## src/rtl/scpa_pkg.sv

```systemverilog
package scpa_pkg;

	// Default geometry of the pools.
	localparam int BLOCKS_PER_POOL_DEF = 64;
	localparam int NUM_CLASSES_DEF     = 13;
	localparam int MIN_CLASS_SHIFT_DEF = 6;

	// Fixed field widths of the request and response.
	localparam int REQ_SIZE_W   = 20;
	localparam int HANDLE_W     = 10;
	localparam int CLASS_W      = 4;
	localparam int STATUS_W     = 3;
	localparam int MAX_SIZE_W   = 18;
	localparam int SIZE_CLS_W   = 5;

	localparam logic [MAX_SIZE_W-1:0] MAX_SIZE_RESET = 18'h3FFFF;

	// Operation codes.
	localparam logic OP_ALLOC = 1'b0;
	localparam logic OP_FREE  = 1'b1;

	// Response status codes.
	typedef enum logic [STATUS_W-1:0] {
		ST_OK         = 3'd0,
		ST_TOO_LARGE  = 3'd1,
		ST_NO_BLOCK   = 3'd2,
		ST_BAD_HANDLE = 3'd3,
		ST_FULL       = 3'd4
	} status_t;

	// Commands from the controller to the datapath.
	typedef struct packed {
		logic capture;
		logic exec;
	} ctl_cmd_t;

endpackage

```

## src/rtl/scpa_ctrl.sv

```systemverilog
module scpa_ctrl import scpa_pkg::*; (
	input  logic     clk,
	input  logic     arst_n,
	input  logic     start,
	output logic     busy,
	output logic     done,
	output ctl_cmd_t cmd
);

	typedef enum logic [2:0] {
		S_IDLE = 3'b001,
		S_EXEC = 3'b010,
		S_RESP = 3'b100
	} state_t;

	state_t state_q;
	state_t state_d;
	logic   accept;

	// A request is taken whenever the datapath is not in its execute cycle.
	assign busy   = (state_q == S_EXEC);
	assign done   = (state_q == S_RESP);
	assign accept = start && !busy;

	assign cmd.capture = accept;
	assign cmd.exec    = (state_q == S_EXEC);

	// Next-state logic.
	always_comb begin
		state_d = state_q;
		case (state_q)
			S_IDLE: begin
				if (accept) state_d = S_EXEC;
			end
			S_EXEC: begin
				state_d = S_RESP;
			end
			S_RESP: begin
				state_d = accept ? S_EXEC : S_IDLE;
			end
			default: begin
				state_d = S_IDLE;
			end
		endcase
	end

	// State register.
	always_ff @(posedge clk or negedge arst_n) begin
		if (!arst_n) begin
			state_q <= S_IDLE;
		end else begin
			state_q <= state_d;
		end
	end

`ifndef SYNTHESIS
	// Every execute cycle is followed by exactly one response strobe.
	a_exec_then_done: assert property (@(posedge clk) disable iff (!arst_n)
		busy |=> done)
		else $error("execute cycle not followed by a response");

	// A response only ever comes out of an execute cycle.
	a_done_after_exec: assert property (@(posedge clk) disable iff (!arst_n)
		done |-> $past(busy))
		else $error("response without a preceding execute cycle");
`endif

endmodule

```

## config.mk

```make
export PLATFORM = sky130hd
export DESIGN_NAME = scpa_ctrl
export DESIGN_NICKNAME = d
export VERILOG_FILES = /design/src/rtl/scpa_pkg.sv /design/src/rtl/scpa_ctrl.sv
export SDC_FILE = /design/constraint.sdc
export NUM_CORES = 1
export LEC_CHECK = 0
export ABC_AREA = 1
export BUFFER_PORTS_ARGS = -buffer_cell sky130_fd_sc_hd__clkbuf_2
export CORE_AREA = 2 2 39 41
export CTS_CLUSTER_SIZE = 24
export DETAILED_ROUTE_END_ITERATION = 16
export DIE_AREA = 0 0 41 43
export GPL_ROUTABILITY_DRIVEN = 0
export SKIP_LAST_GASP = 1
export SYNTH_ARGS = -nofsm -noshare
export SYNTH_HDL_FRONTEND = slang
export SYNTH_SLANG_ARGS = --single-unit
```

## constraint.sdc

```tcl
create_clock -name clk -period 2.7 [get_ports clk]
set_input_delay 0.135 -clock clk [delete_from_list [all_inputs] [get_ports clk]]
set_output_delay 0.135 -clock clk [all_outputs]
set_load 0.02 [all_outputs]
```

==> reports/qor.csv <==
stage;metric;value;unit
cts;clk_lat worst skew;0.23;ns
timing;Fmax;778;MHz
timing;Fin. Hold Viols;0;
worst_setup_path;Crit Path Category;reg -> out;
worst_setup_path;worst-path cell chain;nor2_1, nand2_2, nand2_1, inv_1, clkbuf_2;
worst_setup_path;reg2reg start;state_q[0];
timing;Worst slew margin;0.924;
cts;total CTS buffers;3;
yosys;Gate Count Post-Synth;20;
global_routing;global-route wire length before repair;517;µm
timing;final cycle utilization of the critical path;0.476;
cts;Clk pin slew, worst setup/hold paths;0.04;ns
layout;Diodes inserted;0;
power_and_ir_drop;Worst IR Drop VDD;0.118;mV
timing;setup TNS;0;ns
flow_run;max-cap violations;0;
floorplanning;num ports;7;
layout;Largest regs;state_q: 3 flops;
global_routing;All-Layer GR Usage;0.0565;
layout;Layout area overhead;45.2;%
worst_setup_path;crit path max fanout;3;
power_and_ir_drop;PD cells;1000;mW/mm²
floorplanning;Initial Util;0.114;
route;first-iteration detailed-routing DRC count;2;
cts;H-tree depth;1;
yosys;Mapped Area;158;µm²
worst_setup_path;reg2reg setup slack;1.76;ns
layout;filler cell count;159;
cts;Hold-fix buffers, CTS;1;
timing;Hold Slack;0.0619;ns
yosys;register area share after synthesis;0.484;
yosys;Simple-Gate Fraction of Synth Area;0.190;
route;Vias/cell;2.98;
worst_setup_path;WP data arrival;1.15;ns
layout;max reg flops;3;
cts;Root Driver;clkbuf_4;
timing;Pins Over Slew Limit;0;
worst_setup_path;Critical Path RT;2.57;ns
timing;RSZ-0062 raised after global routing;no;
floorplanning;die width;41;µm
route;Post-route DRC;0;
timing;Setup Viol. Count Final;0;
worst_setup_path;CP Capture Type;primary output;
worst_setup_path;delay-heaviest family, CP;flip-flops;
layout;Final #Nets;33;
power_and_ir_drop;leakage power;0.142;nW
floorplanning;Die Y;43;µm
timing;Final Critical Period;1.29;ns
outcome;status;completed;
global_routing;global route overflow;0;
cts;clock sink total;3;
yosys;XOR/XNOR Fraction of Synth Area;0;
worst_setup_path;Buf/Inv on CP;2;
route;post-route ant nets;0;
global_routing;initial antenna violation count;0;
floorplanning;die area;0.00176;mm²
timing;worst slew pin tran;0.113;ns
yosys;Synth Area in Adders;0;
cts;postcts setup bufs;0;
global_routing;largest net degree at the start of global routing;4;
yosys;syn_nets;23;
worst_setup_path;slowest cell delay on critical path;0.53;ns
worst_setup_path;slowest CP cell;dfstp_2;
layout;Largest Register;state_q;
cts;CTS tree;yes;
floorplanning;Core ar.;0.00138;mm²
yosys;synth warn;0;
yosys;Synth cell types;10;
min_path;Hold/Removal Path Class;in -> reg;
yosys;number of synthesized register bits;3;
layout;layout cells sized above 1;0.414;
worst_setup_path;Crit. Startpoint;state_q[0];
timing;clk_skew;0.000880;ns
cts;post-CTS sizing;0;
yosys;Synth Area in Compound Gates;0.0873;
yosys;post-synthesis mux area share;0;
place;PortBufs;6;
place;dpl hpwl;216;µm
floorplanning;num rows;14;
route;Routed WL per cell;5.89;µm
route;Pre-antenna DRT Iters;2;
worst_setup_path;startpoint types;flop;
route;Vias;134;
cts;deepest clock path buffer count;2;
yosys;Syn Area/Cell;7.88;µm²
global_routing;vias in the first global route;148;
route;Total Wirelength;265;µm
yosys;largest family of logic cells by synthesized area;buffers and inverters;
place;Post-DP Area;193;µm²
layout;Final Cell Area;229;µm²
min_path;worst hold start;start;
## path summary, 6_finish.rpt
check | end | cells after the start
max | cmd[1] | 5
min in group asynchronous | state_q[1] | 2
min | state_q[0] | 2
min reg2reg | state_q[2] | 3
max reg2reg | state_q[0] | 4
max in group asynchronous | state_q[0] | 2
## layout by cell type (no fill, tap or decap)
cell           netlist  routed
nor2_1               2       2
inv_1                6       6
dfstp_2              1       1
a21oi_1              1       1
nand3_1              1       1
nand2_2              1       1
clkbuf_1             0       1
a21oi_2              1       1
nand2_1              3       3
dlygate4sd3_1        0       1
clkbuf_4             0       3
dfrtp_1              2       2
clkbuf_2             0       6
## metrics by stage
step	util	instances	total power, W	setup slack (ns)
floorplan	-	20	0.000140	1.64
global placement	0.139	40	0.000151	1.66
detailed placement	0.139	40	0.000153	1.65
CTS	0.165	45	0.000236	1.39
global route	0.165	45	0.000256	1.34
finish	0.165	45	0.000230	1.41
## cell type report
type	instances	area, µm²	share of cell area
inverter	6	22.5	0.0984
sequential	3	76.3	0.333
timing repair buffer	7	40.0	0.175
multi-input combinational	9	43.8	0.191
clock buffer	4	26.3	0.115
tap	16	20.0	0.0874
## cells in the mapped netlist (all sizes together)
cell type | number | area [µm²]
dfstp | 1 | 26.3
nor2 | 2 | 7.51
buf | 2 | 15.0
dfrtp | 2 | 50.1
inv | 6 | 22.5
nand3 | 1 | 5.00
nand2 | 4 | 17.5
a21oi | 2 | 13.8
## metal layers
layer,track usage,part of all wire
met2,0.0688,0.68
met4,0.100,0
met3,0.0471,0.0075
met5,0,0
met1,0.0326,0.31
## cells by family after synthesis
group,Yosys count
buffers and inverters,8
flip-flops,3
AND/OR/NAND/NOR,7
AO/OA/AOI/OAI,2
## power by group
group          leakage [nW]  total [W]  switching, W  internal (W)
Combinational        0.0895  0.0000760     0.0000488     0.0000272
Sequential           0.0372  0.0000756    0.00000918     0.0000664
Clock                0.0150  0.0000781     0.0000228     0.0000554
(Power assumes the default switching activity.)
